File: src/rtl/nalflv_pkg.sv
// Shared types and constants for the H.264 NAL to FLV video tag packer.
// No dependencies; nalflv_ctrl, nalflv_out and the top level import this package.
package nalflv_pkg;

    // Parameter defaults.
    localparam int SPS_CAPACITY_DEF = 48;
    localparam int LENGTH_BITS_DEF  = 24;

    // Field widths of the stream items.
    localparam int BYTE_W   = 8;
    localparam int TYPE_W   = 5;
    localparam int LEN_IN_W = 24;
    localparam int BLEN_W   = 25;

    // NAL unit types that get special handling.
    localparam logic [TYPE_W-1:0] NAL_IDR = 5'd5;
    localparam logic [TYPE_W-1:0] NAL_SPS = 5'd7;
    localparam logic [TYPE_W-1:0] NAL_PPS = 5'd8;

    // Start code handling.
    localparam int SC_CHECK_POS = 2;
    localparam int SC_SHORT     = 3;
    localparam int SC_LONG      = 4;

    // Fixed bytes of the FLV video tag bodies.
    localparam logic [BYTE_W-1:0] TAG_KEY       = 8'h17;
    localparam logic [BYTE_W-1:0] TAG_INTER     = 8'h27;
    localparam logic [BYTE_W-1:0] AVC_NALU      = 8'h01;
    localparam logic [BYTE_W-1:0] CFG_VERSION   = 8'h01;
    localparam logic [BYTE_W-1:0] CFG_LEN_SIZE  = 8'hFF;
    localparam logic [BYTE_W-1:0] CFG_NUM_SPS   = 8'hE1;
    localparam logic [BYTE_W-1:0] CFG_NUM_PPS   = 8'h01;

    // Header lengths and offsets.
    localparam int TAG_HDR_LEN    = 9;
    localparam int SEQ_SPS_OFS    = 13;
    localparam int SEQ_FIXED_LEN  = 16;
    localparam int SEQ_PROFILE_OFS = 5;

    // Sequencer states.
    typedef enum logic [1:0] {
        ST_IDLE,
        ST_SEQ_HDR,
        ST_TAG_HDR
    } t_state;

    // One result element on its way from the sequencer to the output register.
    typedef struct packed {
        logic [BYTE_W-1:0] data;
        logic              use_ram;
        logic              ram_ok;
        logic              kind;
        logic              first;
        logic              last;
        logic [BLEN_W-1:0] blen;
        logic              bend;
    } t_elem;

endpackage

File: src/rtl/nalflv_ram.sv
// Generic single-port-write, single-port-read RAM with a registered read.
// No dependencies.
module nalflv_ram #(
    parameter int WIDTH = 8,
    parameter int DEPTH = 48
) (
    input  logic                     i_clk,
    input  logic                     i_we,
    input  logic [$clog2(DEPTH)-1:0] i_waddr,
    input  logic [WIDTH-1:0]         i_wdata,
    input  logic                     i_re,
    input  logic [$clog2(DEPTH)-1:0] i_raddr,
    output logic [WIDTH-1:0]         o_rdata
);

    logic [WIDTH-1:0] r_mem [DEPTH];
    logic [WIDTH-1:0] r_rdata;

    // Write port.
    always_ff @(posedge i_clk) begin
        if (i_we) begin
            r_mem[i_waddr] <= i_wdata;
        end
    end

    // Read port; the data holds while the read is not enabled.
    always_ff @(posedge i_clk) begin
        if (i_re) begin
            r_rdata <= r_mem[i_raddr];
        end
    end

    assign o_rdata = r_rdata;

endmodule

File: src/rtl/nalflv_ctrl.sv
// Input side and header sequencer: NAL state, SPS store writes, header bursts.
// Depends on nalflv_pkg; drives the SPS store RAM and the output stage.
module nalflv_ctrl #(
    parameter int SPS_CAPACITY = 48,
    parameter int LENGTH_BITS  = 24
) (
    input  logic                            i_clk,
    input  logic                            i_rst_n,
    input  logic                            i_valid,
    output logic                            o_ready,
    input  logic [nalflv_pkg::BYTE_W-1:0]   i_byte,
    input  logic [nalflv_pkg::TYPE_W-1:0]   i_type,
    input  logic [nalflv_pkg::LEN_IN_W-1:0] i_length,
    input  logic                            i_first,
    input  logic                            i_take,
    output nalflv_pkg::t_elem               o_elem,
    output logic                            o_elem_valid,
    output logic                            o_ram_we,
    output logic [$clog2(SPS_CAPACITY)-1:0] o_ram_waddr,
    output logic [nalflv_pkg::BYTE_W-1:0]   o_ram_wdata,
    output logic [$clog2(SPS_CAPACITY)-1:0] o_ram_raddr
);

    import nalflv_pkg::*;

    localparam int ADDR_W = $clog2(SPS_CAPACITY);
    localparam int POS_W  = LENGTH_BITS;
    localparam int LEN_W  = (LENGTH_BITS < LEN_IN_W) ? LENGTH_BITS : LEN_IN_W;
    localparam int SLEN_W = $clog2(SPS_CAPACITY + 1);
    localparam int IDX_W  = $clog2(SPS_CAPACITY + SEQ_FIXED_LEN);
    localparam logic [POS_W-1:0] POS_MAX = {POS_W{1'b1}};

    t_state               r_state, n_state;
    logic [POS_W-1:0]     r_pos, n_pos;
    logic [TYPE_W-1:0]    r_type, n_type;
    logic [LEN_W-1:0]     r_len, n_len;
    logic                 r_scf, n_scf;
    logic [SLEN_W-1:0]    r_sps_len, n_sps_len;
    logic [SPS_CAPACITY-1:0] r_ent_ok, n_ent_ok;
    logic [LEN_W-1:0]     r_pay, n_pay;
    logic [IDX_W-1:0]     r_idx, n_idx;

    logic                 c_fire;
    logic [TYPE_W-1:0]    c_type;
    logic [LEN_W-1:0]     c_len;
    logic [POS_W-1:0]     c_pos;
    logic [POS_W-1:0]     c_pos_inc;
    logic                 c_scf;
    logic [SLEN_W-1:0]    c_slen;
    logic                 c_live;
    logic                 c_is_last;
    logic                 c_code4;
    logic [LEN_W-1:0]     c_code_len;
    logic [LEN_W-1:0]     c_pay_pps;
    logic [LEN_W-1:0]     c_pay_tag;
    logic                 c_start_seq;
    logic                 c_start_tag;
    logic [IDX_W-1:0]     c_seq_last;
    logic [IDX_W-1:0]     c_sps_end;
    logic [IDX_W-1:0]     c_tail;
    logic                 c_seq_done;
    logic                 c_tag_done;
    logic [31:0]          c_pay32;
    logic [15:0]          c_slen16;
    logic [BLEN_W-1:0]    c_seq_blen;
    logic [BLEN_W-1:0]    c_tag_blen;

    // Items enter only between header bursts and when the next stage has room.
    assign o_ready = (r_state == ST_IDLE) && i_take;
    assign c_fire  = i_valid && o_ready;

    // NAL state as seen by the current item: a first byte relatches it.
    assign c_type    = i_first ? i_type : r_type;
    assign c_len     = i_first ? i_length[LEN_W-1:0] : r_len;
    assign c_pos     = i_first ? '0 : r_pos;
    assign c_scf     = i_first ? ((i_type == NAL_SPS) || (i_type == NAL_PPS)) : r_scf;
    assign c_slen    = (i_first && (i_type == NAL_SPS)) ? '0 : r_sps_len;
    assign c_pos_inc = (c_pos != POS_MAX) ? c_pos + POS_W'(1) : c_pos;
    assign c_live    = c_pos < POS_W'(c_len);
    assign c_is_last = ((POS_W + 1)'(c_pos) + (POS_W + 1)'(1)) == (POS_W + 1)'(c_len);

    // Payload lengths, saturating at zero for short units.
    assign c_code4    = (i_byte == '0);
    assign c_code_len = c_code4 ? LEN_W'(SC_LONG) : LEN_W'(SC_SHORT);
    assign c_pay_pps  = (c_len >= LEN_W'(SC_LONG)) ? c_len - LEN_W'(SC_LONG) : '0;
    assign c_pay_tag  = (c_len >= c_code_len) ? c_len - c_code_len : '0;

    // Burst bookkeeping.
    assign c_sps_end  = IDX_W'(SEQ_SPS_OFS) + IDX_W'(r_sps_len);
    assign c_seq_last = IDX_W'(SEQ_FIXED_LEN - 1) + IDX_W'(r_sps_len);
    assign c_tail     = r_idx - c_sps_end;
    assign c_seq_done = (r_idx == c_seq_last);
    assign c_tag_done = (r_idx == IDX_W'(TAG_HDR_LEN - 1));
    assign c_pay32    = 32'(r_pay);
    assign c_slen16   = 16'(r_sps_len);
    assign c_seq_blen = BLEN_W'(SEQ_FIXED_LEN) + BLEN_W'(r_sps_len) + BLEN_W'(r_pay);
    assign c_tag_blen = BLEN_W'(TAG_HDR_LEN) + BLEN_W'(r_pay);

    // Next state.
    always_comb begin
        n_state = r_state;
        case (r_state)
            ST_IDLE: begin
                if (c_start_seq) begin
                    n_state = ST_SEQ_HDR;
                end else if (c_start_tag) begin
                    n_state = ST_TAG_HDR;
                end
            end
            ST_SEQ_HDR: begin
                if (i_take && c_seq_done) begin
                    n_state = ST_IDLE;
                end
            end
            ST_TAG_HDR: begin
                if (i_take && c_tag_done) begin
                    n_state = ST_IDLE;
                end
            end
            default: begin
                n_state = ST_IDLE;
            end
        endcase
    end

    // Datapath, SPS store access and element generation.
    always_comb begin
        n_pos        = r_pos;
        n_type       = r_type;
        n_len        = r_len;
        n_scf        = r_scf;
        n_sps_len    = r_sps_len;
        n_ent_ok     = r_ent_ok;
        n_pay        = r_pay;
        n_idx        = r_idx;
        c_start_seq  = 1'b0;
        c_start_tag  = 1'b0;
        o_ram_we     = 1'b0;
        o_ram_waddr  = c_slen[ADDR_W-1:0];
        o_ram_wdata  = i_byte;
        o_ram_raddr  = '0;
        o_elem       = '0;
        o_elem_valid = 1'b0;
        case (r_state)
            ST_IDLE: begin
                if (c_fire) begin
                    n_type    = c_type;
                    n_len     = c_len;
                    n_pos     = c_pos_inc;
                    n_scf     = c_scf;
                    n_sps_len = c_slen;
                    if (c_live) begin
                        if (c_type == NAL_SPS) begin
                            // Store the SPS body past its start code, up to capacity.
                            if ((c_pos >= POS_W'(SC_LONG)) &&
                                (c_slen < SLEN_W'(SPS_CAPACITY))) begin
                                o_ram_we                      = 1'b1;
                                n_ent_ok[c_slen[ADDR_W-1:0]] = 1'b1;
                                n_sps_len                     = c_slen + SLEN_W'(1);
                            end
                        end else if (c_type == NAL_PPS) begin
                            if (c_pos == '0) begin
                                n_pay       = c_pay_pps;
                                n_idx       = '0;
                                c_start_seq = 1'b1;
                            end else if (c_pos >= POS_W'(SC_LONG)) begin
                                o_elem_valid = 1'b1;
                                o_elem.data  = i_byte;
                                o_elem.kind  = 1'b1;
                                o_elem.last  = c_is_last;
                                o_elem.bend  = 1'b1;
                            end
                        end else begin
                            if (c_pos == POS_W'(SC_CHECK_POS)) begin
                                // Start code length is known here.
                                n_scf       = c_code4;
                                n_pay       = c_pay_tag;
                                n_idx       = '0;
                                c_start_tag = 1'b1;
                            end else if ((c_pos > POS_W'(SC_CHECK_POS)) &&
                                         (c_pos >= POS_W'(c_scf ? SC_LONG : SC_SHORT))) begin
                                o_elem_valid = 1'b1;
                                o_elem.data  = i_byte;
                                o_elem.last  = c_is_last;
                                o_elem.bend  = 1'b1;
                            end
                        end
                    end
                end
            end
            ST_SEQ_HDR: begin
                if (i_take) begin
                    o_elem_valid = 1'b1;
                    o_elem.kind  = 1'b1;
                    o_elem.first = (r_idx == '0);
                    o_elem.blen  = (r_idx == '0) ? c_seq_blen : '0;
                    o_elem.bend  = c_seq_done;
                    o_elem.last  = c_seq_done && (r_pay == '0);
                    n_idx        = r_idx + IDX_W'(1);
                    case (r_idx)
                        IDX_W'(0): o_elem.data = TAG_KEY;
                        IDX_W'(1), IDX_W'(2), IDX_W'(3), IDX_W'(4): o_elem.data = '0;
                        IDX_W'(5): o_elem.data = CFG_VERSION;
                        IDX_W'(6), IDX_W'(7), IDX_W'(8): begin
                            // Profile, compatibility and level bytes of the stored SPS.
                            o_ram_raddr    = ADDR_W'(r_idx - IDX_W'(SEQ_PROFILE_OFS));
                            o_elem.use_ram = 1'b1;
                        end
                        IDX_W'(9):  o_elem.data = CFG_LEN_SIZE;
                        IDX_W'(10): o_elem.data = CFG_NUM_SPS;
                        IDX_W'(11): o_elem.data = c_slen16[15:8];
                        IDX_W'(12): o_elem.data = c_slen16[7:0];
                        default: begin
                            if (r_idx < c_sps_end) begin
                                o_ram_raddr    = ADDR_W'(r_idx - IDX_W'(SEQ_SPS_OFS));
                                o_elem.use_ram = 1'b1;
                            end else begin
                                case (c_tail)
                                    IDX_W'(0): o_elem.data = CFG_NUM_PPS;
                                    IDX_W'(1): o_elem.data = c_pay32[15:8];
                                    default:   o_elem.data = c_pay32[7:0];
                                endcase
                            end
                        end
                    endcase
                    o_elem.ram_ok = o_elem.use_ram && r_ent_ok[o_ram_raddr];
                end
            end
            ST_TAG_HDR: begin
                if (i_take) begin
                    o_elem_valid = 1'b1;
                    o_elem.first = (r_idx == '0);
                    o_elem.blen  = (r_idx == '0) ? c_tag_blen : '0;
                    o_elem.bend  = c_tag_done;
                    o_elem.last  = c_tag_done && (r_pay == '0);
                    n_idx        = r_idx + IDX_W'(1);
                    case (r_idx)
                        IDX_W'(0): o_elem.data = (r_type == NAL_IDR) ? TAG_KEY : TAG_INTER;
                        IDX_W'(1): o_elem.data = AVC_NALU;
                        IDX_W'(5): o_elem.data = c_pay32[31:24];
                        IDX_W'(6): o_elem.data = c_pay32[23:16];
                        IDX_W'(7): o_elem.data = c_pay32[15:8];
                        IDX_W'(8): o_elem.data = c_pay32[7:0];
                        default:   o_elem.data = '0;
                    endcase
                end
            end
            default: begin
                n_idx = '0;
            end
        endcase
    end

    // Control registers.
    always_ff @(posedge i_clk) begin
        if (!i_rst_n) begin
            r_state   <= ST_IDLE;
            r_pos     <= '0;
            r_type    <= '0;
            r_len     <= '0;
            r_scf     <= 1'b0;
            r_sps_len <= '0;
            r_ent_ok  <= '0;
            r_idx     <= '0;
        end else begin
            r_state   <= n_state;
            r_pos     <= n_pos;
            r_type    <= n_type;
            r_len     <= n_len;
            r_scf     <= n_scf;
            r_sps_len <= n_sps_len;
            r_ent_ok  <= n_ent_ok;
            r_idx     <= n_idx;
        end
    end

    // Payload length of the packet in progress.
    always_ff @(posedge i_clk) begin
        r_pay <= n_pay;
    end

endmodule

File: src/rtl/nalflv_out.sv
// Output side: RAM data stage and output register with stream handshake.
// Depends on nalflv_pkg; takes elements from nalflv_ctrl and SPS store data.
module nalflv_out (
    input  logic                          i_clk,
    input  logic                          i_rst_n,
    input  nalflv_pkg::t_elem             i_elem,
    input  logic                          i_elem_valid,
    input  logic [nalflv_pkg::BYTE_W-1:0] i_rdata,
    output logic                          o_take,
    output logic                          o_valid,
    input  logic                          i_ready,
    output logic [nalflv_pkg::BYTE_W-1:0] o_byte,
    output logic                          o_kind,
    output logic                          o_first,
    output logic                          o_last,
    output logic [nalflv_pkg::BLEN_W-1:0] o_blen,
    output logic                          o_bend
);

    import nalflv_pkg::*;

    logic              r_p_valid;
    t_elem             r_p;
    logic              r_o_valid;
    logic [BYTE_W-1:0] r_o_byte;
    logic              r_o_kind;
    logic              r_o_first;
    logic              r_o_last;
    logic [BLEN_W-1:0] r_o_blen;
    logic              r_o_bend;
    logic              c_adv;
    logic [BYTE_W-1:0] c_byte;

    // The output register moves when empty or when its transfer completes.
    assign c_adv  = !r_o_valid || i_ready;
    assign o_take = !r_p_valid || c_adv;

    // Entries never written since reset read as zero.
    assign c_byte = r_p.use_ram ? (r_p.ram_ok ? i_rdata : '0) : r_p.data;

    // Valid flags of both stages.
    always_ff @(posedge i_clk) begin
        if (!i_rst_n) begin
            r_p_valid <= 1'b0;
            r_o_valid <= 1'b0;
        end else begin
            if (o_take) begin
                r_p_valid <= i_elem_valid;
            end
            if (c_adv) begin
                r_o_valid <= r_p_valid;
            end
        end
    end

    // Stage payloads.
    always_ff @(posedge i_clk) begin
        if (o_take) begin
            r_p <= i_elem;
        end
        if (c_adv) begin
            r_o_byte  <= c_byte;
            r_o_kind  <= r_p.kind;
            r_o_first <= r_p.first;
            r_o_last  <= r_p.last;
            r_o_blen  <= r_p.blen;
            r_o_bend  <= r_p.bend;
        end
    end

    assign o_valid = r_o_valid;
    assign o_byte  = r_o_byte;
    assign o_kind  = r_o_kind;
    assign o_first = r_o_first;
    assign o_last  = r_o_last;
    assign o_blen  = r_o_blen;
    assign o_bend  = r_o_bend;

endmodule

File: src/rtl/h264_nal_to_flv_video_tag_packer.sv
// Payload bytes: one accepted per cycle while no header burst runs and output has room;
// each passes the RAM data stage and output register. Sequence header: 16 + SPS length
// bytes, started by the PPS start byte; tag header: 9 bytes, started by the third NAL
// byte. Header bursts hold the input; one byte issues per cycle while output has room.
// Reset is synchronous, active low; SPS store entries unwritten since reset read as zero.
module h264_nal_to_flv_video_tag_packer #(
    parameter int SPS_CAPACITY = nalflv_pkg::SPS_CAPACITY_DEF,
    parameter int LENGTH_BITS  = nalflv_pkg::LENGTH_BITS_DEF
) (
    input  logic        i_clk,
    input  logic        i_rst_n,
    input  logic        i_s_tvalid,
    output logic        o_s_tready,
    input  logic [31:0] i_s_tdata,   // nal_byte[7:0], nal_length[31:8]
    input  logic [5:0]  i_s_tuser,   // nal_type[4:0], nal_first[5]
    output logic        o_m_tvalid,
    input  logic        i_m_tready,
    output logic [39:0] o_m_tdata,   // out_byte[7:0], body_length[32:8], zero[39:33]
    output logic [2:0]  o_m_tuser,   // packet_kind[0], packet_first[1], burst_end[2]
    output logic        o_m_tlast    // packet_last
);

    import nalflv_pkg::*;

    localparam int ADDR_W = $clog2(SPS_CAPACITY);

    t_elem             w_elem;
    logic              w_elem_valid;
    logic              w_take;
    logic              w_ram_we;
    logic [ADDR_W-1:0] w_ram_waddr;
    logic [BYTE_W-1:0] w_ram_wdata;
    logic [ADDR_W-1:0] w_ram_raddr;
    logic [BYTE_W-1:0] w_ram_rdata;
    logic [BYTE_W-1:0] w_byte;
    logic              w_kind;
    logic              w_first;
    logic [BLEN_W-1:0] w_blen;
    logic              w_bend;

    // Input handling and header sequencing.
    nalflv_ctrl #(
        .SPS_CAPACITY (SPS_CAPACITY),
        .LENGTH_BITS  (LENGTH_BITS)
    ) u_ctrl (
        .i_clk        (i_clk),
        .i_rst_n      (i_rst_n),
        .i_valid      (i_s_tvalid),
        .o_ready      (o_s_tready),
        .i_byte       (i_s_tdata[7:0]),
        .i_type       (i_s_tuser[4:0]),
        .i_length     (i_s_tdata[31:8]),
        .i_first      (i_s_tuser[5]),
        .i_take       (w_take),
        .o_elem       (w_elem),
        .o_elem_valid (w_elem_valid),
        .o_ram_we     (w_ram_we),
        .o_ram_waddr  (w_ram_waddr),
        .o_ram_wdata  (w_ram_wdata),
        .o_ram_raddr  (w_ram_raddr)
    );

    // SPS store; the read is issued together with the element that needs it.
    nalflv_ram #(
        .WIDTH (BYTE_W),
        .DEPTH (SPS_CAPACITY)
    ) u_sps_ram (
        .i_clk   (i_clk),
        .i_we    (w_ram_we),
        .i_waddr (w_ram_waddr),
        .i_wdata (w_ram_wdata),
        .i_re    (w_take),
        .i_raddr (w_ram_raddr),
        .o_rdata (w_ram_rdata)
    );

    // Output register stage.
    nalflv_out u_out (
        .i_clk        (i_clk),
        .i_rst_n      (i_rst_n),
        .i_elem       (w_elem),
        .i_elem_valid (w_elem_valid),
        .i_rdata      (w_ram_rdata),
        .o_take       (w_take),
        .o_valid      (o_m_tvalid),
        .i_ready      (i_m_tready),
        .o_byte       (w_byte),
        .o_kind       (w_kind),
        .o_first      (w_first),
        .o_last       (o_m_tlast),
        .o_blen       (w_blen),
        .o_bend       (w_bend)
    );

    assign o_m_tdata = {7'd0, w_blen, w_byte};
    assign o_m_tuser = {w_bend, w_first, w_kind};

endmodule

File: config.mk
export PLATFORM = sky130hd
export DESIGN_NAME = h264_nal_to_flv_video_tag_packer
export DESIGN_NICKNAME = d
export VERILOG_FILES = /design/src/rtl/nalflv_pkg.sv /design/src/rtl/nalflv_ram.sv /design/src/rtl/nalflv_ctrl.sv /design/src/rtl/nalflv_out.sv /design/src/rtl/h264_nal_to_flv_video_tag_packer.sv
export SDC_FILE = /design/constraint.sdc
export NUM_CORES = 1
export LEC_CHECK = 0
export ABC_AREA = 1
export BUFFER_PORTS_ARGS = -buffer_cell sky130_fd_sc_hd__buf_2
export CORE_MARGIN = 8
export CORE_UTILIZATION = 60
export CTS_BUF_LIST = sky130_fd_sc_hd__clkbuf_8
export DETAILED_ROUTE_END_ITERATION = 6
export PLACE_DENSITY = 0.77
export SKIP_CTS_REPAIR_TIMING = 1
export SLEW_MARGIN = 20
export SYNTH_ARGS = -nofsm -noshare
export SYNTH_HDL_FRONTEND = slang
export SYNTH_SLANG_ARGS = --single-unit
File: constraint.sdc
create_clock -name i_clk -period 6.1 [get_ports i_clk]
set_clock_uncertainty 0.05 [all_clocks]
set_input_delay 0.305 -clock i_clk [delete_from_list [all_inputs] [get_ports i_clk]]
set_output_delay 0.305 -clock i_clk [all_outputs]
set_load 0.02 [all_outputs]
### Yosys cells after proc, flatten, opt, wreduce, memory -nomap -nowiden

Memory sizes are Yosys's and may differ from the RTL's. A register that Yosys moved wholly into a read port is not among the register bits.
Index checks and enable logic that the tools add are counted.

| word-level totals | value |
|---|---|
| output and inout bits | 46 |
| bits in writable memories | 384 |
| bits in latches | 0 |
| logic and storage cells | 228 |
| flip-flop bits (word level) | 218 |
| input bits | 42 |
| memories | 1 |
| bits in read-only memories | 0 |

| cells by class | value |
|---|---|
| multiplexer cells | 109 |
| eq/ne operators | 34 |
| $add $sub $neg | 14 |
| bitwise logic cells | 2 |
| magnitude comparators | 11 |
| reductions and logical operators | 32 |
| divide/modulo/power cells | 0 |
| multiply operators | 0 |
| shift operators | 0 |

Memories:

| name | depth | bits a word | rd ports | clocked after Yosys merged registers in | wr ports | line | text |
|---|---|---|---|---|---|---|---|
| u_sps_ram.r_mem | 48 | 8 | 1 | 1 | 1 | nalflv_ram.sv:16 | `logic [WIDTH-1:0] r_mem [DEPTH];` |

Operators with widths:

| operator | number |
|---|---|
| 24-bit two-way mux | 8 |
| 6-bit two-way mux | 17 |
| 8-bit two-way mux | 11 |
| 25-bit two-way mux | 2 |
| 25-bit one-hot mux with 2 select lines | 1 |
| 1-bit two-way mux | 49 |
| 24-bit greater-or-equal comparator | 2 |
| 24-bit by 3-bit greater-or-equal comparator with 1-bit output (second input constant) | 2 |
| 24-bit zero test | 2 |
| 48-bit bitwise OR | 1 |
| 8-bit one-hot mux with 6 select lines | 1 |
| 8-bit one-hot mux with 5 select lines | 1 |
| 6-bit by 4-bit == test with 1-bit output (second input constant) | 5 |
| 24-bit by 1-bit adder with 25-bit output (second input constant) | 1 |
| 25-bit by 24-bit adder with 25-bit output | 1 |
| 4-bit by 24-bit adder with 25-bit output (first input constant) | 1 |
| 25-bit by 24-bit == test with 1-bit output | 1 |
| 24-bit by 1-bit adder with 24-bit output (second input constant) | 1 |
| 24-bit by 2-bit == test with 1-bit output (second input constant) | 1 |
| 6-bit by 3-bit == test with 1-bit output (second input constant) | 4 |
| 24-bit by 2-bit > comparator with 1-bit output (second input constant) | 1 |
| 24-bit less-than comparator | 1 |
| 24-bit inequality test (second input constant) | 1 |
| 6-bit one-hot mux with 2 select lines | 2 |
| other kinds (49) | 85 |

### Depth between registers and ports, before layout

Gate-level depths: netlist (run 1).

| depth | value |
|---|---|
| depth in word-level cells | 13 |
| gate-level depth with buffers | 24 |
| depth with buffers taken out | 21 |

### By module

A second synthesis (run 1) with hierarchy kept.

| second synthesis, totals | value |
|---|---|
| cell total of the unflattened synthesis | 3459 |
| area total of the unflattened synthesis | 31367.6 sq um |

By module, submodules not included:

| module | sequential area each (sq um) | times used | area an instance (sq um) | cells an instance |
|---|---|---|---|---|
| nalflv_ram | 11771.3 | 1 | 15912.8 | 1318 |
| nalflv_ctrl | 3042.9 | 1 | 12891.1 | 2018 |
| nalflv_out | 2322.2 | 1 | 2484.9 | 112 |
| h264_nal_to_flv_video_tag_packer | 0.0 | 1 | 78.8 | 11 |

### Worst setup path before layout (run 1)

OpenSTA, ideal clock, no wires.

| timing path | value |
|---|---|
| path type | reg-to-reg |
| start | reg u_out.r_o_valid, in the netlist u_out.o_valid |
| end | reg u_sps_ram.r_rdata[3], in the netlist u_sps_ram.o_rdata[3], read port of u_sps_ram.r_mem, data pin |
| path buffers | 3 |
| required time | 5796 ps |
| period minus slack after synthesis | 4426 ps |
| arrival | 4122 ps |
| cell stages (with the launch flop) | 15 |
| path slack | 1674 ps |
| library setup time | 254 ps |
| cells stage by stage | dfxtp_1 nand2_1 nor2_1 clkinv_1 nand2_2 inv_1 buf_2 nand2_2 buf_4 buf_2 nand3_1 nand3_1 nand3_1 nand3_1 nand2_1 |

| on the way | value |
|---|---|
| longest elaborated chain between the ends | 5 |

RTL lines:

| element | line | text |
|---|---|---|
| start: declaration | nalflv_out.sv:24 | `logic r_o_valid;` |
| start signal: assignment | nalflv_out.sv:51 | `r_o_valid <= r_p_valid;` |
| 1-bit zero test (*) | nalflv_out.sv:35 | `assign c_adv = !r_o_valid \|\| i_ready;` |
| 1-bit logical OR (*) | nalflv_out.sv:35 |  |
| net u_out.c_adv | nalflv_out.sv:31 | `logic c_adv;` |
| 1-bit logical OR (*) | nalflv_out.sv:36 | `assign o_take = !r_p_valid \|\| c_adv;` |
| net u_ctrl.i_take | nalflv_ctrl.sv:15 | `input logic i_take,` |
| 6-bit two-way mux | nalflv_ctrl.sv:192 | `if (i_take) begin` |
| 6-bit two-way mux | nalflv_ctrl.sv:144 | `case (r_state)` |
| end: declaration | nalflv_ram.sv:17 | `logic [WIDTH-1:0] r_rdata;` |

The timed path passes the listed nets; every way through them passes the cells marked *.
A chain may end at the register's enable or synchronous reset.

### Final worst setup path (run 1)

| timing path | value |
|---|---|
| start | reg u_ctrl.r_idx[0] |
| end | reg u_sps_ram.r_rdata[0], in the netlist u_sps_ram.o_rdata[0], read port of u_sps_ram.r_mem, data pin |

| on the way | value |
|---|---|
| longest elaborated chain between the ends | 7 |
| elaborated cells on any way between the ends | 24 |
| those cells by class | 2 x add/sub; 1 x order compare; 12 x eq/ne; 6 x mux; 3 x reduce/logical |

RTL lines:

| element | line | text |
|---|---|---|
| start: declaration | nalflv_ctrl.sv:41 | `logic [IDX_W-1:0] r_idx, n_idx;` |
| start signal: assignment | nalflv_ctrl.sv:273 | `r_idx <= n_idx;` |
| 6-bit by 4-bit subtractor with 6-bit output, or another cell as far along | nalflv_ctrl.sv:215 | `o_ram_raddr = ADDR_W'(r_idx - IDX_W'(SEQ_SPS_OFS));` |
| 6-bit two-way mux, or another cell as far along | nalflv_ctrl.sv:214 | `if (r_idx < c_sps_end) begin` |
| 6-bit one-hot mux with 2 select lines (*) | nalflv_ctrl.sv:200 | `case (r_idx)` |
| 6-bit two-way mux (*) | nalflv_ctrl.sv:192 |  |
| 6-bit two-way mux (*) | nalflv_ctrl.sv:144 |  |
| 6-bit two-way mux (*) | nalflv_ctrl.sv:192 |  |
| 6-bit two-way mux (*) | nalflv_ctrl.sv:144 |  |

Mark *: on every way between the ends. The rest lies on a longest branch, timed or not. The select of a mux whose other input is x is not followed.

==> flow_metrics.py, run 1 <==
metrics = {
    "global_route": {
        "grt_pass1_wl_mm": 140.4,
        "grt_pass1_vias": 24750,
        "track_usage_pct": 29.71,
        "antenna_found_initial": 1,
        "grt_max_degree": 220,
        "grt_overflow_total": 0,
    },
    "floorplanning": {
        "num_rows": 84,
        "die_w_um": 245.5,
        "fp.dieH_um": 245.5,
        "initial_core_util_pct": 60.37,
        "die_area_um2": 60270,
        "core_area_um2": 52340,
        "ios": 88,
    },
    "logic_synthesis": {
        "ys.flop_type": "edfxtp_1",
        "synth_area_leader_cell": "edfxtp_1",
        "synth-warning-count": 0,
        "synthCells": 3456,
        "ys_types": 57,
        "yosys-top-cells-count": "538 x nand2_1, 492 x edfxtp_1, 450 x nand3_1",
        "synth-edff-count": 492,
        "yosysMostFrequentCell": "nand2_1",
        "synth_top_area_share_pct": 46.75,
        "syn-cell-area_um2": 31600,
        "synth.area.top_cells": "edfxtp_1 47%, dfxtp_1 7.5%, nand3_1 7.1%, nand2_1 6.4%, nor2_1 4.5%",
        "async_flop_share_pct": 0,
        "yosysSeqAreaShare_pct": 54.23,
        "synth_seq_cells": 610,
        "avgSynthCellArea_um2": 9.144,
    },
    "status": {
        "status": "complete, no violations",
    },
    "detailed_routing": {
        "wl_per_cell_um": 21.60,
        "ant_nets": 0,
        "wl_mm": 92.17,
        "dr.first_iter.drc_count": 3059,
        "viasPerCell": 6.079,
        "via_count": 25940,
        "drtPass1Iterations": 6,
        "drc": 0,
    },
    "critical_path": {
        "r2r_slack_ns": 1.06,
        "worstSetupPathType": "reg -> reg",
        "worst_setup_path_end_kind": "register",
        "crit_start": "u_ctrl.r_idx[0]",
        "critical_path.top_delay_family": "simple AND/OR/NAND/NOR gates",
        "path_max_fanout": 48,
        "arrival_ns": 5.46,
        "crit_buf_inv": 4,
        "slowest_stage": "nand2_2",
        "path_cells": "inv_1 -> ha_1 -> o21ai_1 -> nor2_1 -> nor2_1 -> nand3_2 -> inv_2 -> o21ai_1 -> nand2_2 -> inv_2 -> nand2_2 -> buf_4 -> nor2_1 -> o21ai_0 -> nand3_1 -> nand3_1 -> nand2_1 -> nand2_1 -> nand2_1",
        "reg2reg_depth": 19,
        "regToRegEndpoint": "u_sps_ram.o_rdata[0]",
        "slowest_delay_ns": 0.84,
        "cp_data_required_time_ns": 6.52,
        "r2r-start": "u_ctrl.r_idx[0]",
        "crit_path_start_kind": "register",
    },
    "sta": {
        "slew_violations": 0,
        "fin_setup_tns_ns": 0,
        "worst_pin_slew_ns": 1.099,
        "timing.final.crit_share_pct": 82.63,
        "fin_crit_ns": 5.041,
        "fmax_mhz": 198.4,
        "relSlewSlack_pct": 26.47,
        "finalHoldViolCount": 0,
        "rsz0062_at_grt": "false",
        "finalSetupViolations": 0,
    },
    "finish": {
        "stdcell_count": 4267,
        "multi_input_area_um2": 12280,
        "ff_latch_area_um2": 17140,
        "drive_gt1_share_pct": 10.17,
        "final_util_pct": 65.40,
        "fill_cells": 4265,
        "area_growth_pct": 8.323,
        "nets": 3603,
    },
    "pwr": {
        "power_density_nw_per_um2": 255.8,
        "leakage_nw": 13.44,
        "power.total_mw": 8.757,
        "irDropWorstVdd_v": 0.0001949,
    },
    "cts": {
        "cts_sinks": 610,
        "cts_root_buf": "clkbuf_8",
        "cts_buffer_depth": 3,
        "numCtsBuffers": 98,
        "cts_tree": "built",
        "htreeDepth": 3,
        "clock_latency_ns": 0.71,
        "cts.clk_slew.worst_paths_ns": 0.07,
    },
    "placement": {
        "place_hpwl_mm": 61.88,
        "numPortBuffers": 80,
        "place_inst": 4084,
        "gp_congestion": 0.9520,
    },
    "flow_run": {
        "max_cap_violations": 0,
    },
    "min_path": {
        "hold_class": "in -> reg",
        "min_to": "u_ctrl.r_len[13]",
        "min_from": "i_s_tdata[21]",
        "min_path_cells": 4,
    },
}
-- worst min-delay path, stage by stage --
cell,delay (ns)
buf_2,0.08
or2_1,0.08
o21ai_1,0.11
a21oi_1,0.14
-- through the flow --
stage	setup slack, ns	cell area (um^2)	hold WS [ns]
floorplan	1.674	31620	0.3503
global placement	1.358	32260	0.3524
detailed placement	1.199	32260	0.3545
CTS	1.206	34210	-0.03576
global route	0.7431	34230	0.02609
finish	1.059	34230	0.002006
-- logic make-up after synthesis --
| group | count (synthesis) | synth area share, % |
|---|---|---|
| xor gates and xnor gates | 73 | 2.067 |
| buffers and inverters | 535 | 7.107 |
| DFF | 610 | 54.23 |
| AOI/OAI and AO/OA | 480 | 8.596 |
| other | 1 | 0.01187 |
| and+or+nand+nor | 1693 | 25.38 |
| adders and majority gates | 64 | 2.605 |
-- area by class of cell --
cell class	instances	share of cell area, %
diodes	1	0.007310
clock buffers	110	4.423
clock inverters	71	1.261
inverters	361	3.973
multi-input cells	2317	35.87
flip-flops and latches	610	50.06
well taps	688	2.515
repair buffers	109	1.886
-- state kept, by name, summed over array words and instances, names as in the netlist, 2 cells and up --
name / count
u_ctrl.r_len: 24
u_ctrl.r_sps_len: 6
u_out.o_blen: 25
u_ctrl.r_type: 5
u_sps_ram.r_mem: 384
u_out.r_p: 39
u_ctrl.r_idx: 6
u_ctrl.r_ent_ok: 48
u_ctrl.r_state: 2
u_ctrl.r_pay: 24
u_ctrl.r_pos: 24
u_out.o_byte: 8
u_sps_ram.o_rdata: 8
-- power by group --
part / total (mW) / internal [mW] / switching (mW) / leakage (nW)
clock: 3.49 / 1.83 / 1.66 / 1.08
sequential: 4.55 / 4.52 / 0.0233 / 5.64
combinational: 0.716 / 0.184 / 0.532 / 6.72
total: 8.76 / 6.54 / 2.22 / 13.4
-- how the worst max path moves through the flow --
| stage | to | slack (ns) | cells past startpoint |
|---|---|---|---|
| global route | u_sps_ram.o_rdata[0] | 0.74 | 19 |
| floorplan | u_sps_ram.o_rdata[3] | 1.67 | 14 |
| CTS | u_sps_ram.o_rdata[0] | 1.21 | 19 |
| detailed placement | u_sps_ram.o_rdata[0] | 1.20 | 18 |
| global placement | u_sps_ram.o_rdata[0] | 1.36 | 18 |
| finish | u_sps_ram.o_rdata[0] | 1.06 | 19 |
-- placed cells by master (no fill, tap or decap), types with 3 or more instances in the layout --
cell type | synthesis | layout
nand2_1 | 538 | 536
edfxtp_1 | 492 | 492
nand3_1 | 450 | 450
nor2_1 | 378 | 378
inv_1 | 317 | 335
a21oi_1 | 168 | 168
nand3b_1 | 168 | 168
o21ai_0 | 152 | 152
dfxtp_1 | 118 | 118
clkbuf_8 | 0 | 110
buf_2 | 71 | 80
xor2_1 | 68 | 68
ha_1 | 61 | 61
o21a_1 | 46 | 46
inv_2 | 37 | 38
nand4_1 | 36 | 36
o22ai_1 | 34 | 34
o21ai_1 | 28 | 28
clkinv_1 | 6 | 27
nor3_1 | 26 | 26
buf_4 | 31 | 26
clkinv_2 | 0 | 19
or2_2 | 17 | 17
o21ai_2 | 15 | 15
or2_1 | 15 | 15
o211ai_1 | 15 | 15
nor2_2 | 14 | 14
nor4_1 | 13 | 12
nand2_2 | 10 | 10
nor2_4 | 10 | 10
or2_0 | 8 | 8
conb_1 | 1 | 7
a31oi_1 | 5 | 5
xnor2_1 | 4 | 4
bufinv_16 | 0 | 4
inv_4 | 1 | 3
o221ai_1 | 3 | 3
fa_1 | 3 | 3
clkinvlp_4 | 0 | 3
-- routing by layer --
layer	vias to the layer above	share of wire [%]	track usage [%]
li1	11920	-	-
met1	12290	39	38.03
met2	1473	48	48.97
met3	256	8.5	4.713
met4	0	4.8	14.56
met5	-	0	0
Note: power is estimated with default switching activity, not from simulation.
==> run 2: changes to the inputs <==
--- a/config.mk
+++ b/config.mk
@@ -5,7 +5,7 @@
 export SDC_FILE = /design/constraint.sdc
 export NUM_CORES = 1
 export LEC_CHECK = 0
-export ABC_AREA = 1
+export ABC_AREA = 0
 export BUFFER_PORTS_ARGS = -buffer_cell sky130_fd_sc_hd__buf_2
 export CORE_MARGIN = 8
 export CORE_UTILIZATION = 60
==> constraint.sdc (replaced) <==
create_clock -name i_clk -period 5.1 [get_ports i_clk]
set_clock_uncertainty 0.05 [all_clocks]
set_input_delay 0.255 -clock i_clk [delete_from_list [all_inputs] [get_ports i_clk]]
set_output_delay 0.255 -clock i_clk [all_outputs]
set_load 0.02 [all_outputs]
==> flow_metrics.py, run 2 <==
metrics = {
    "status": {
        "status": "complete, no violations",
    },
    "floorplanning": {
        "num_rows": 81,
        "initial_core_util_pct": 60.49,
        "fp.dieH_um": 237.5,
        "core_area_um2": 48650,
        "die_area_um2": 56390,
        "ios": 88,
        "die_w_um": 237.5,
    },
    "pwr": {
        "switchingPower_mw": 2.447,
        "intPower_mw": 7.878,
        "netSwitchingFraction_pct": 23.70,
        "leakage_nw": 11.82,
        "p_seq_share_pct": 52.8,
        "power.total_mw": 10.33,
        "power_density_nw_per_um2": 311.9,
        "irDropWorstVdd_v": 0.0002433,
        "p_clk_share_pct": 41.6,
        "p_comb_share_pct": 5.7,
    },
    "finish": {
        "nets": 2911,
        "ff_latch_area_um2": 17140,
        "multi_input_area_um2": 11480,
        "largest_register_ffs": 384,
        "largestRegisters": "u_sps_ram.r_mem: 384 flops, u_ctrl.r_ent_ok: 48 flops, u_out.r_p: 39 flops",
        "fill_cells": 3617,
        "layout_commonest_cell": "edfxtp_1",
        "layout_common_cells": "492 x edfxtp_1, 284 x nor2_1, 240 x nand2_1",
        "stdcell_count": 3511,
        "top_register": "u_sps_ram.r_mem",
        "area_growth_pct": 12.51,
        "drive_gt1_share_pct": 15.07,
        "final_util_pct": 68.06,
    },
    "logic_synthesis": {
        "syn-cell-area_um2": 29430,
        "ys_types": 96,
        "async_flop_share_pct": 0,
        "synth-edff-count": 492,
        "synth_top_area_share_pct": 50.21,
        "synth.area.top_cells": "edfxtp_1 50%, dfxtp_1 8.0%, nor2_1 3.6%, nand2_1 3.1%, ha_1 2.6%",
        "ys.flop_type": "edfxtp_1",
        "yosys-top-cells-count": "492 x edfxtp_1, 284 x nor2_1, 240 x nand2_1",
        "synth_area_leader_cell": "edfxtp_1",
        "yosysMostFrequentCell": "edfxtp_1",
        "yosysSeqAreaShare_pct": 58.23,
        "synthCells": 2639,
        "synth_seq_cells": 610,
        "synth-warning-count": 0,
        "avgSynthCellArea_um2": 11.15,
    },
    "global_route": {
        "antenna_found_initial": 5,
        "track_usage_pct": 31.29,
        "grt_overflow_total": 0,
        "grt_pass1_wl_mm": 135.3,
        "grt_pass1_vias": 22180,
        "grt_max_degree": 80,
    },
    "sta": {
        "fin_crit_ns": 4.894,
        "fin_setup_tns_ns": 0,
        "whs_ns": 0.08393,
        "finalSetupViolations": 0,
        "timing.final.crit_share_pct": 95.95,
        "worst_pin_slew_ns": 1.385,
        "fmax_mhz": 204.4,
        "finalHoldViolCount": 0,
        "rsz0062_at_grt": "false",
        "relSlewSlack_pct": 7.302,
        "slew_violations": 0,
    },
    "placement": {
        "numPortBuffers": 80,
        "gp_congestion": 1.031,
        "place_inst": 3325,
        "place_hpwl_mm": 61.81,
    },
    "min_path": {
        "hold_class": "in -> reg",
    },
    "cts": {
        "cts_sinks": 610,
        "cts_tree": "built",
        "htreeDepth": 3,
        "numCtsBuffers": 95,
        "cts_root_buf": "clkbuf_8",
        "cts.clk_slew.worst_paths_ns": 0.07,
        "clock_latency_ns": 0.71,
        "cts_buffer_depth": 3,
    },
    "critical_path": {
        "arrival_ns": 5.26,
        "worstSetupPathType": "reg -> reg",
        "worst_setup_path_end_kind": "register",
        "slowest_stage": "a31oi_4",
        "path_cells": "inv_1 -> ha_1 -> fa_1 -> nor2b_1 -> o2111ai_2 -> a31oi_4 -> nor2_2 -> buf_4 -> o22a_1 -> a2bb2oi_1 -> nand4_1 -> a31oi_1 -> a311oi_1",
        "crit_path_start_kind": "register",
        "path_max_fanout": 17,
        "cp_data_required_time_ns": 5.47,
        "slowest_delay_ns": 0.66,
    },
    "detailed_routing": {
        "ant_nets": 0,
        "wl_per_cell_um": 25.88,
        "drtPass1Iterations": 6,
        "viasPerCell": 6.679,
        "wl_mm": 90.86,
        "dr.first_iter.drc_count": 3139,
        "via_count": 23450,
        "drc": 0,
    },
    "flow_run": {
        "max_cap_violations": 0,
    },
}
[run 2: cell types whose count changed in the layout (fill, tap and decap cells not counted), sizes merged, moves of 68 or more]
cell and change:
buf +101, nand3 -371, nor2 -113, nand3b -162
mux2i +68, inv -288, nand2 -308
[run 2: worst paths after layout]
kind	from	endpoint	slack, ns	depth (start not counted)
max	u_ctrl.r_sps_len[0]	u_sps_ram.o_rdata[3]	0.21	13
min	i_s_tdata[8]	u_ctrl.r_len[0]	0.08	5
max reg2reg	u_ctrl.r_sps_len[0]	u_sps_ram.o_rdata[3]	0.21	13
min reg2reg	u_out.r_p[10]	u_out.o_blen[9]	0.37	0
[run 2: cell type report]
class                      instances  share of cell area (%)
multi-input combinational       1819                   34.68
sequential                       610                   51.77
inverter                          65                  0.7407
timing repair buffer             214                   4.406
clock buffer                     112                   4.656
clock inverter                    66                   1.376
antenna                            3                 0.02267
tap                              622                   2.351
[run 2: power groups by stage]
stage	sequential [mW]	clock [mW]	combinational [mW]
4_1_cts	5.45	4.32	0.566
5_1_grt	5.45	4.53	0.620
6_report	5.45	4.29	0.584
3_5_place_dp	5.55	0	0.563
3_3_place_gp	5.55	0	0.550
2_1_floorplan	5.56	0	0.311
[run 2: critical path: cells and delay by family, from the launching register on]
kind,cells,cell delay [ns]
buffers and inverters,2,0.53
AO/OA/AOI/OAI,6,1.88
AND/OR/NAND/NOR,3,0.68
adder cells (fa/ha/maj),2,0.85
flip-flops,1,0.60
[run 2: logic make-up after synthesis]
kind of cell / count (synthesis) / share of synthesized area (%)
other cells: 1 / 0.01274
simple gates: 936 / 15.23
buf+inv: 216 / 3.172
compound gates: 638 / 14.79
fa+ha+maj: 64 / 2.798
xor+xnor: 80 / 2.381
mux: 94 / 3.384
flops: 610 / 58.23
[run 2: metrics by stage]
stage,area [um^2],setup WS (ns)
detailed placement,31000,0.2823
CTS,32990,0.2741
finish,33110,0.2065
global route,33100,0.1314
floorplan,29460,0.4244
global placement,30980,0.4075
[run 2: layer usage]
layer | up-vias | wire length, um | track usage, %
li1 | 10310 | - | -
met1 | 11230 | 36320 | 43.79
met2 | 1658 | 39390 | 46.04
met3 | 254 | 12060 | 8.859
met4 | 2 | 3071 | 12.21
met5 | - | 13 | 0
